File: src/rtl/core/rpp_pkg.sv
// ----------------------------------------------------------------------------
// rpp_pkg: shared constants, tables and types
// Widths, phase conversion constants, arctangent table and the structs that
// travel down the CORDIC row.
// ----------------------------------------------------------------------------
`default_nettype none

package rpp_pkg;

  localparam int COORD_WIDTH   = 32;
  localparam int CORDIC_STAGES = 16;

  localparam int ANGLE_W     = 32;                  // angle field and phase
  localparam int K_W         = 30;                  // phase scale constants
  localparam int PH_PROD_W   = 48;                  // kept bits of angle * K
  localparam int VEC_W       = 34;                  // CORDIC x, y (Q4.30) and z
  localparam int DIFF_W      = COORD_WIDTH + 1;     // point minus pivot
  localparam int PROD_W      = DIFF_W + VEC_W;      // |d| * |t|
  localparam int FRAC_W      = 30;                  // trig fraction bits
  localparam int RND_W       = PROD_W - FRAC_W;     // rounded magnitude
  localparam int SUM_W       = RND_W + 3;           // two terms plus pivot
  localparam int STAGE_IDX_W = 5;                   // index into angle table

  localparam logic [K_W-1:0] RAD_TO_PHASE = K_W'(683565276);
  localparam logic [K_W-1:0] DEG_TO_PHASE = K_W'(11930465);

  localparam logic signed [VEC_W-1:0] CORDIC_START = VEC_W'(34'h26DD3B6A);

  // arctan(2^-i) in phase units, 2^32 per turn
  localparam logic [ANGLE_W-1:0] STAGE_ANGLE [32] = '{
    32'h20000000, 32'h12E4051E, 32'h09FB385B, 32'h051111D4,
    32'h028B0D43, 32'h0145D7E1, 32'h00A2F61E, 32'h00517C55,
    32'h0028BE53, 32'h00145F2F, 32'h000A2F98, 32'h000517CC,
    32'h00028BE6, 32'h000145F3, 32'h0000A2FA, 32'h0000517D,
    32'h000028BE, 32'h0000145F, 32'h00000A30, 32'h00000518,
    32'h0000028C, 32'h00000146, 32'h000000A3, 32'h00000051,
    32'h00000029, 32'h00000014, 32'h0000000A, 32'h00000005,
    32'h00000003, 32'h00000001, 32'h00000001, 32'h00000000
  };

  typedef logic signed [COORD_WIDTH-1:0] coord_t;

  typedef struct packed {
    logic signed [VEC_W-1:0] x;
    logic signed [VEC_W-1:0] y;
    logic signed [VEC_W-1:0] z;
  } cordic_t;

  // side data that rides along with the rotator
  typedef struct packed {
    logic signed [DIFF_W-1:0] dx;
    logic signed [DIFF_W-1:0] dy;
    coord_t                   px;
    coord_t                   py;
    coord_t                   pz;
    logic                     flip;
  } carry_t;

endpackage

`default_nettype wire

File: src/rtl/core/rpp_cordic_cell.sv
// ----------------------------------------------------------------------------
// rpp_cordic_cell: one CORDIC rotation stage
// Rotates by +/- arctan(2^-i) towards zero residual angle, then registers.
// ----------------------------------------------------------------------------
`default_nettype none

module rpp_cordic_cell (
  input  wire logic                             clk,
  input  wire logic                             rst,
  input  wire logic [rpp_pkg::STAGE_IDX_W-1:0]  stage_idx,
  input  wire logic                             up_valid,
  output logic                                  up_ready,
  input  wire rpp_pkg::cordic_t                 up_vec,
  input  wire rpp_pkg::carry_t                  up_carry,
  output logic                                  dn_valid,
  input  wire logic                             dn_ready,
  output rpp_pkg::cordic_t                      dn_vec,
  output rpp_pkg::carry_t                       dn_carry
);
  import rpp_pkg::*;

  logic signed [VEC_W-1:0] shx;
  logic signed [VEC_W-1:0] shy;
  logic signed [VEC_W-1:0] ang;
  cordic_t                 vec_next;

  assign up_ready = !dn_valid || dn_ready;

  always_comb begin
    shx = up_vec.x >>> stage_idx;
    shy = up_vec.y >>> stage_idx;
    ang = $signed({{(VEC_W-ANGLE_W){1'b0}}, STAGE_ANGLE[stage_idx]});
    if (!up_vec.z[VEC_W-1]) begin
      vec_next.x = up_vec.x - shy;
      vec_next.y = up_vec.y + shx;
      vec_next.z = up_vec.z - ang;
    end else begin
      vec_next.x = up_vec.x + shy;
      vec_next.y = up_vec.y - shx;
      vec_next.z = up_vec.z + ang;
    end
  end

  always_ff @(posedge clk) begin
    if (rst) begin
      dn_valid <= 1'b0;
    end else if (up_ready) begin
      dn_valid <= up_valid;
    end
  end

  always_ff @(posedge clk) begin
    if (up_valid && up_ready) begin
      dn_vec   <= vec_next;
      dn_carry <= up_carry;
    end
  end

endmodule

`default_nettype wire

File: config.mk
export PLATFORM = sky130hd
export DESIGN_NAME = rpp_cordic_cell
export DESIGN_NICKNAME = d
export VERILOG_FILES = /design/src/rtl/core/rpp_pkg.sv /design/src/rtl/core/rpp_cordic_cell.sv
export SDC_FILE = /design/constraint.sdc
export NUM_CORES = 1
export LEC_CHECK = 0
export ABC_AREA = 1
export BUFFER_PORTS_ARGS = -buffer_cell sky130_fd_sc_hd__buf_2
export CORE_UTILIZATION = 40
export DETAILED_ROUTE_END_ITERATION = 10
export HOLD_SLACK_MARGIN = 0.05
export PLACE_DENSITY_LB_ADDON = 0.2
export SYNTH_ARGS = -nofsm -noshare
export SYNTH_HDL_FRONTEND = slang
export SYNTH_SLANG_ARGS = --single-unit
File: constraint.sdc
create_clock -name clk -period 12.75 [get_ports clk]
set_input_delay 0 -clock clk [delete_from_list [all_inputs] [get_ports clk]]
set_output_delay 0 -clock clk [all_outputs]
set_load 0.01 [all_outputs]
==> run metrics, run 1 <==
Die ar.=51400 µm²; relative slew slack=roughly 15%; Critical Path Max Stage Delay=0.95 ns; Final Instance Count excl. Fillers=4075; CTS root buffer=clkbuf_16; WP data required=13.07 ns; Setup WS pre-CTS=just under 7 ns; Top Ports=about 540; HPWL Detailed=59230 µm; worst-margin pin slew=1.274 ns; share of layout cells above drive strength 1=between 10% and 20%; VDD IR max=0.0001026 V; CTS tree=yes; Starting Density=40.93%; Num CTS Buffers=29; Final Worst Setup Slack=between 6 and 7 ns; most frequent cells after synthesis=nand2_1, nand3_1, edfxtp_1, inv_1, nor2_1; CP Max Fanout=64; Ys Warns=0; initial antenna violation count=12; Setup crit start kind=input port; setup_tns=0 ns; Syn Area/Cell=7.643 µm²; Mapped Cells=2643; first-pass detailed-route iteration total=6; Die Width=226.7 µm; number of port buffers=540; ys async rst share=0%; Critical Path End Type=flop; Setup CP Type=in2reg; unrepaired setup endpoints after global routing=no; Rows=slightly above 80; H-tree lvl count=1; post-synth top area cell=edfxtp_1; most frequent cell after synthesis=nand2_1; Final Cycle Share=between 40 and 50%; Area Growth Syn to Fin=31.90%; Area contributors post-synth=edfxtp_1, nand2_1, nand3_1, ha_1, xor2_1; vias in the first global route=20.49k; Setup Skew=0.01335 ns; Slew Viols, Final=0; CP max stage cell=clkinv_2; Most used DFF post-synth=edfxtp_1; Worst-Skew Late Latency=0.58 ns; first-pass GRT wire length=112700 µm; status=completed; Bufs and invs on worst path=5; gr usage total=28.37%; GPL Wtd Cong=0.9519; Routed Antenna Nets=0; min cycle time layout=6.084 ns; Worst-path clk slew=0.06 ns; register bit total from synthesis=266; register area share after synthesis=between 30% and 40%; area fraction of the dominant cell type after synthesis=39.39%; delay-heaviest family, CP=buffers and inverters; drt wl/cell=18.81 µm; Post-CTS Setup Bufs=0; Placed Cells=roughly 3.8k; routed vias=approximately 21k; die height=roughly 230 µm; DRC violations left=0; total core area=49360 µm²; Peak Freq=164.4 MHz; Post-synth EDFFs=265; Mapped Area=20200 µm²; WL final=76640 µm; crit path DAT=6.41 ns; initial drt markers=1949; Max-Cap Viols=0; post-synth cell types=between 50 and 60; CTS Sinks=266; LEAKAGE=12.78 nW; grt ovf=0; Synth Net Count=3030; NumNets Final=~3.8k; Hold Crit Class=in2reg; Fin. Hold Viols=0; crit-path most repeated cell=nand2_1; Via-to-Cell Ratio=5.231; Finish-stage setup viols=0; deepest clock path buffer count=3; PwrDens=117.5 nW/µm²; largest net degree at the start of global routing=77
-- layout make-up --
type | count | area, µm²
multi-input cells | 2054 | 10870
diodes | 10 | 25.02
flip-flops and latches | 266 | 7978
well taps | 664 | 830.8
repair buffers | 789 | 5160
clock inverters | 15 | 120.1
clock buffers | 38 | 759.5
fillers | 4678 | 22710
inverters | 239 | 903.4
-- metal layers --
metal  GRT usage (%)  vias up  share of wire (%)
li1                -    10350                  -
met1           36.18     9928                 41
met2           48.95      882                 48
met3           3.849      148                7.3
met4           9.721        6                3.2
met5               0        -              0.033
-- registers in the layout (all words and copies together) (netlist names) --
| name | count |
|---|---|
| dn_valid | 1 |
| dn_vec | 102 |
| dn_carry | 163 |
-- logic make-up (layout without fill, tap and decap cells) --
logic type               Yosys count  after routing  share of synthesized area (%)
AND/OR/NAND/NOR                 1469           1469                          30.83
buffers and inverters            323           1081                          6.776
AO/OA/AOI/OAI                    305            305                          8.548
flip-flops                       266            266                          39.49
XOR/XNOR                         167            167                          7.241
adder cells (fa/ha/maj)          113            113                          7.111
other                              0             10                              0
-- stage by stage --
stage / cell area [µm²] / hold slack [ns] / power (mW) / utilization (%)
after floorplan: 20200 / 0.06907 / 1.920 / -
after global placement: 23390 / 0.1663 / 2.269 / 47.39
after detailed placement: 23390 / 0.1727 / 2.275 / 47.39
after CTS: 26620 / 0.05079 / 3.141 / 53.93
after global routing: 26640 / 0.07420 / 3.312 / 53.98
final: 26640 / 0.06954 / 3.131 / 53.98
-- cells in the final DEF, fill, tap and decap left out, types with 19 or more instances in the layout --
| cell | n |
|---|---|
| a21oi_1 | 142 |
| a31oi_1 | 22 |
| buf_2 | 540 |
| clkbuf_16 | 29 |
| dlygate4sd3_1 | 235 |
| edfxtp_1 | 265 |
| ha_1 | 110 |
| inv_1 | 217 |
| inv_2 | 19 |
| nand2_1 | 809 |
| nand3_1 | 374 |
| nand4_1 | 19 |
| nor2_1 | 206 |
| o21ai_0 | 74 |
| xnor2_1 | 47 |
| xor2_1 | 120 |
-- tightest hold or removal path, stage by stage --
cell,delay [ns]
buf_2,0.15
ha_1,0.22
xor2_1,0.10
-- power breakdown --
group	switching [mW]	total [mW]	internal, mW
clock network	0.350	0.791	0.441
registers	0.0273	1.15	1.12
logic	0.747	1.19	0.445
total	1.12	3.13	2.01
-- what timing repair did --
item / 4_1_cts / 5_1_grt
setup endpoints to repair: 0 / 0
resized for setup: 0 / 0
hold endpoints to repair: 233 / 0
hold buffers: 235 / 0
-- worst paths after layout --
path / end / cells past startpoint / start / slack [ns]
setup reg to reg: dn_vec[76] / 4 / dn_valid / 9.53
setup / recovery: dn_vec[31] / 28 / stage_idx[1] / 6.67
hold reg to reg: dn_carry[92] / 2 / dn_valid / 1.07
hold / removal: dn_vec[99] / 3 / up_vec[99] / 0.07
(Power assumes the default switching activity.)
==> run 2: changes to the inputs <==
==> constraint.sdc (replaced) <==
create_clock -name clk -period 5.43 [get_ports clk]
set_input_delay 0 -clock clk [delete_from_list [all_inputs] [get_ports clk]]
set_output_delay 0 -clock clk [all_outputs]
set_load 0.01 [all_outputs]
==> run 2 against run 1 <==
Cell count grew 0.71%. Design area increased by 1.6%. Hold slack got worse by 0.0070 ns. Non-clock buffer count is 31 higher. Critical endpoint is now dn_vec[32]. Clock skew grew 0.0025 ns. Register-to-register slack lost 6.2 ns. Utilization increased by 0.86 points. Global-route usage rose by 0.56 points. First-iteration DRC count decreased by 4.7%. Clock power rose to 2.6 times the previous value. Sequential cell count unchanged.
==> run metrics, run 2 (synthesized netlist as in run 1, its figures left out) <==
CP Max Fanout=24; flop-to-flop setup slack=3.30 ns; first-pass detailed-route iteration total=6; DRC violations left=0; filler instances=4628; Final Cycle Share=86.28%; min cycle time layout=4.685 ns; hold wc startpoint=up_vec[22]; worst r2r dst=dn_vec[1]; Largest register FFs=163; share of layout cells above drive strength 1=20.04%; Post-CTS Setup Bufs=0; Critical Path Max Stage Delay=roughly 0.78 ns; Routed met3 length=between 5000 and 6000 µm; WL final=77680 µm; PwrDens=281.4 nW/µm²; GPL Wtd Cong=0.9498; Top Registers=dn_carry x163, dn_vec x102, dn_valid x1; Via-to-Cell Ratio=5.212; VDD IR max=0.0002020 V; Max-Cap Viols=0; Die Width=226.7 µm; CP max stage cell=nor2_1; worst r2r path cells=2; Starting Density=40.93%; HPWL Detailed=60110 µm; WP data required=roughly 5.8 ns; Fin. Hold Viols=0; CTS Sinks=about 270; die height=226.7 µm; relative slew slack=19.43%; critical path cell sequence=buf_2 -> buf_4 -> nor2_1 -> inv_2 -> nand2_1 -> nor2_1 -> nor3_2 -> inv_1 -> nor3_1 -> nand2_1 -> nor2_2 -> nand3_2 -> nand2_4 -> xor2_1 -> ha_1 -> a21oi_1 -> o21a_1 -> nor2_1 -> a211oi_1 -> nand2_1 -> nand2_1 -> nand3_1 -> xor2_1 -> dlygate4sd3_1; grt ovf=0; Setup CP Type=in2reg; drt wl/cell=18.93 µm; Worst-path clk slew=0.06 ns; Worst Setup SP=stage_idx[1]; Routed Antenna Nets=0; Setup Skew=0.01585 ns; worst-margin pin slew=1.209 ns; met2 WL=36960 µm; H-tree lvl count=1; top sig layer=met5; Hold Crit Class=in2reg; CTS tree=yes; M1 wire length=between 30000 and 40000 µm; setup_tns=0 ns; Die ar.=51400 µm²; initial drt markers=1857; Setup WS pre-CTS=0.5352 ns; Setup crit start kind=input port; Final Instance Count excl. Fillers=about 4k; Area Growth Syn to Fin=34.01%; Worst-Skew Late Latency=0.59 ns; status=completed; Placed Cells=between 3k and 4k; most frequent cells in the layout=nand2_1, buf_2, nand3_1, edfxtp_1, dlygate4sd3_1; initial antenna violation count=11; vias in the first global route=approximately 21k; routed vias=approximately 21k; Num CTS Buffers=30; crit path DAT=5.01 ns; largest net degree at the start of global routing=190; deepest clock path buffer count=3; first-pass GRT wire length=114900 µm; CTS root buffer=clkbuf_16; crit path capture=dn_vec[32]; Slew Viols, Final=0; gr usage total=28.93%; number of port buffers=540; NumNets Final=between 3k and 4k; R2R Path Start=dn_valid; crit-path most repeated cell=nand2_1; commonest non-fill, non-tap cell in the layout=nand2_1; LEAKAGE=13.00 nW; Peak Freq=213.5 MHz; Critical Path End Type=flop; Top Ports=541; unrepaired setup endpoints after global routing=no; Final Util=54.85%; total core area=49360 µm²; Reg with most FFs=dn_carry; Rows=81; Finish-stage setup viols=0; Final Worst Setup Slack=0.7452 ns
run 2: where the power goes:
| part | internal, mW | switching [mW] |
|---|---|---|
| Clock | 1.20 | 0.858 |
| Sequential | 2.64 | 0.0699 |
| Combinational | 1.09 | 1.77 |
| Total | 4.92 | 2.69 |
run 2: timing repair:
item                                   CTS  global route
resized for setup                        0             0
endpoints found under the hold margin  257             0
hold buffers                           249             0
run 2: layout make-up:
type,count,area (µm²),area share [%]
Clock buffer,35,769.5,2.842
Multi-Input combinational cell,2054,10870,40.15
Antenna cell,7,17.52,0.06471
Timing Repair Buffer,820,5490,20.28
Clock inverter,19,214.0,0.7903
Sequential cell,266,7978,29.47
Inverter,239,903.4,3.337
Tap cell,664,830.8,3.069
run 2: per-stage QoR:
stage	power (mW)	cell area, µm²	hold WS [ns]
2_1_floorplan	4.494	20210	0.06907
3_3_place_gp	5.360	23580	0.1583
3_5_place_dp	5.370	23580	0.1609
4_1_cts	7.625	27050	0.05056
5_1_grt	8.060	27070	0.06396
6_report	7.617	27070	0.06253
run 2: worst min path at each step:
stage / to / slack, ns / depth (start not counted)
after floorplan: dn_valid / 0.07 / 1
after global placement: dn_valid / 0.16 / 2
after detailed placement: dn_valid / 0.16 / 2
after CTS: dn_vec[22] / 0.05 / 3
after global routing: dn_vec[22] / 0.06 / 3
final: dn_vec[22] / 0.06 / 3
run 2: per-layer routing:
metal / vias up / GRT usage [%]
met5: - / 0
met4: 4 / 9.895
met3: 143 / 4.548
met2: 911 / 49.26
met1: 9900 / 37.07
li1: 10430 / -
run 2: critical path: cells and delay by family:
kind | cells | cell delay, ns
simple gates | 13 | 2.44
buf+inv | 5 | 1.05
compound gates | 3 | 0.59
xor+xnor | 2 | 0.53
fa+ha+maj | 1 | 0.38
==> run 3: changes to the inputs <==
--- a/config.mk
+++ b/config.mk
@@ -5,7 +5,6 @@
 export SDC_FILE = /design/constraint.sdc
 export NUM_CORES = 1
 export LEC_CHECK = 0
-export ABC_AREA = 1
 export BUFFER_PORTS_ARGS = -buffer_cell sky130_fd_sc_hd__buf_2
 export CORE_UTILIZATION = 40
 export DETAILED_ROUTE_END_ITERATION = 10
==> run 3 against run 2 <==
Cell count is 5.2% lower. Sequential power about the same. Hold slack better by 0.026 ns. Sequential cell count unchanged. Clock skew up 0.012 ns. First-iteration DRC count grew 14%. Synthesized area rose by 2.2%. Global-route usage is 6.9 points higher. Sequential share of layout area is 3.9 points lower. Critical path type unchanged. Critical endpoint is now dn_vec[67].
==> run metrics, run 3 <==
post-synth cell types=95; Psw=2.938 mW; Synth Net Count=2332; status=completed; hold depth=3; flop-to-flop setup slack=3.12 ns; Most used DFF post-synth=edfxtp_1; CTS Sinks=around 270; min cycle time layout=approximately 5.3 ns; Sw Share=34.46%; worst-margin pin slew=1.020 ns; Routed Antenna Nets=0; relative slew slack=31.77%; Final Instance Count excl. Fillers=3890; DRC violations left=0; initial antenna violation count=8; worst r2r path cells=3; placed inst area=28100 µm²; Rows=82; unrepaired setup endpoints after global routing=no; Top Ports=541; Setup CP Type=in2reg; largest net degree at the start of global routing=108; Mapped Cells=1945; HPWL Detailed=77300 µm; H-tree lvl count=1; most frequent cell after synthesis=edfxtp_1; GPL Wtd Cong=1.064; Setup WS pre-CTS=-0.6763 ns; Critical Path End Type=flop; Post-synth EDFFs=approximately 270; R2R Path Start=dn_valid; area fraction of the dominant cell type after synthesis=38.56%; WL final=roughly 97000 µm; register bit total from synthesis=266; CP Max Fanout=5; Worst Setup SP=up_vec[100]; NumNets Final=3572; setup_tns=0 ns; vias in the first global route=22.07k; gr usage total=35.82%; Area contributors post-synth=edfxtp_1, mux4_2, ha_1, xnor2_1, a21oi_1; final instance area=31210 µm²; Largest register FFs=163; Worst-path clk slew=approximately 0.06 ns; total core area=50480 µm²; first-pass GRT wire length=141200 µm; Final Util=61.82%; Clock Power Share=23.6%; Num CTS Buffers=29; grt ovf=0; PwrDens=about 270 nW/µm²; die height=229.2 µm; register area share after synthesis=38.65%; Final Worst Setup Slack=approximately 0.16 ns; worst r2r dst=dn_carry[39]; share of layout cells above drive strength 1=41.52%; Placed Cells=roughly 3.6k; Worst-Skew Late Latency=~0.59 ns; VDD IR max=0.0002488 V; Finish-stage setup viols=0; internal power=~5.6 mW; first-pass detailed-route iteration total=7; LEAKAGE=13.86 nW; Reg with most FFs=dn_carry; Peak Freq=189.7 MHz; Die Width=around 230 µm; most frequent cells in the layout=buf_4, buf_2, edfxtp_1, dlygate4sd3_1; crit path DAT=5.61 ns; Via-to-Cell Ratio=roughly 5.7; Fin. Hold Viols=0; Mapped Area=around 21000 µm²; drt wl/cell=25.01 µm; Syn Area/Cell=about 11 µm²; Final Cycle Share=97.09%; number of port buffers=540; post-synth top area cell=edfxtp_1; ys async rst share=0%; Top Registers=dn_carry x163, dn_vec x102, dn_valid x1; Setup Skew=0.02775 ns; Seq pwr share=31.8%; CTS root buffer=clkbuf_16; Logic pwr share=44.6%; crit path capture=dn_vec[67]; Max-Cap Viols=0; deepest clock path buffer count=3; Ys Warns=0; Die ar.=roughly 53000 µm²; routed vias=22.25k; Slew Viols, Final=0; commonest non-fill, non-tap cell in the layout=buf_4; WP data required=5.77 ns; most frequent cells after synthesis=edfxtp_1, a21oi_1, nor2_1, nand2_1, xnor2_1; Starting Density=between 40% and 50%; CTS tree=yes; Hold Crit Class=in2reg; Area Growth Syn to Fin=51.21%; initial drt markers=2113; Setup crit start kind=input port
[run 3: stage by stage]
step	total power [mW]	hold WS (ns)
after CTS	8.457	0.05348
after detailed placement	6.296	0.1673
after global placement	6.258	0.1571
final	8.525	0.08825
after floorplan	4.622	0.06907
after global routing	8.903	0.09262
[run 3: worst min-delay path by stage]
stage | startpoint | to | slack, ns
floorplan | rst | dn_valid | 0.07
global placement | rst | dn_valid | 0.16
detailed placement | rst | dn_valid | 0.17
CTS | up_vec[18] | dn_vec[19] | 0.05
global route | up_vec[67] | dn_vec[67] | 0.09
finish | up_vec[67] | dn_vec[67] | 0.09
[run 3: metal layers]
metal | vias up | wire, µm | global-route usage (%) | share of wire, %
met5 | - | 0 | 0 | 0
met4 | 0 | 3072 | 11.10 | 3.2
met3 | 164 | 8215 | 7.383 | 8.4
met2 | 1101 | 46070 | 59.61 | 47
met1 | 10950 | 39950 | 46.60 | 41
li1 | 10040 | - | - | -
[run 3: layout make-up]
| type | count | area, µm² |
|---|---|---|
| fill | 4221 | 19270 |
| multi-input combinational | 1532 | 12100 |
| timing repair buffer | 1305 | 9109 |
| sequential | 266 | 7978 |
| tap | 672 | 840.8 |
| clock buffer | 35 | 768.2 |
| clock inverter | 19 | 192.7 |
| inverter | 51 | 191.4 |
| antenna | 10 | 25.02 |
[run 3: timing repair]
action	CTS	global route
endpoints found under the setup margin	1	15
hold endpoints to repair	195	0
hold buffers	198	0
gates cloned	0	1
setup buffers	0	3
gates resized for setup	1	21
pin swaps	0	7
[run 3: critical path: stages]
cell,delay (ns)
dlygate4sd3_1,0.64
buf_4,0.20
mux2i_1,0.16
mux4_2,0.30
o21ai_2,0.08
and4b_1,0.31
ha_2,0.19
inv_1,0.05
or3_4,0.41
nand4b_4,0.26
nor3_4,0.19
mux2i_1,0.21
a22oi_1,0.11
ha_1,0.35
nand4_1,0.12
or4b_4,0.56
a31o_4,0.23
a31o_4,0.23
a311oi_2,0.32
or4_4,0.18
a311o_1,0.14
xnor3_1,0.36
[run 3: cells by family (layout without fill, tap and decap cells)]
family / Yosys count / after routing / synth area share (%)
other: 0 / 10 / 0
muxes: 158 / 158 / 12.74
DFF: 266 / 266 / 38.65
buffers and inverters: 147 / 1410 / 3.383
AOI/OAI and AO/OA: 561 / 561 / 18.22
adders and majority gates: 113 / 113 / 6.960
and+or+nand+nor: 532 / 532 / 12.84
xor gates and xnor gates: 168 / 168 / 7.196
[run 3: power by group through the flow]
stage,combinational (mW),clock [mW],sequential (mW)
3_3_place_gp,3.52,0,2.74
5_1_grt,4.06,2.11,2.73
4_1_cts,3.71,2.04,2.70
3_5_place_dp,3.55,0,2.74
6_report,3.80,2.01,2.71
2_1_floorplan,1.74,0,2.88
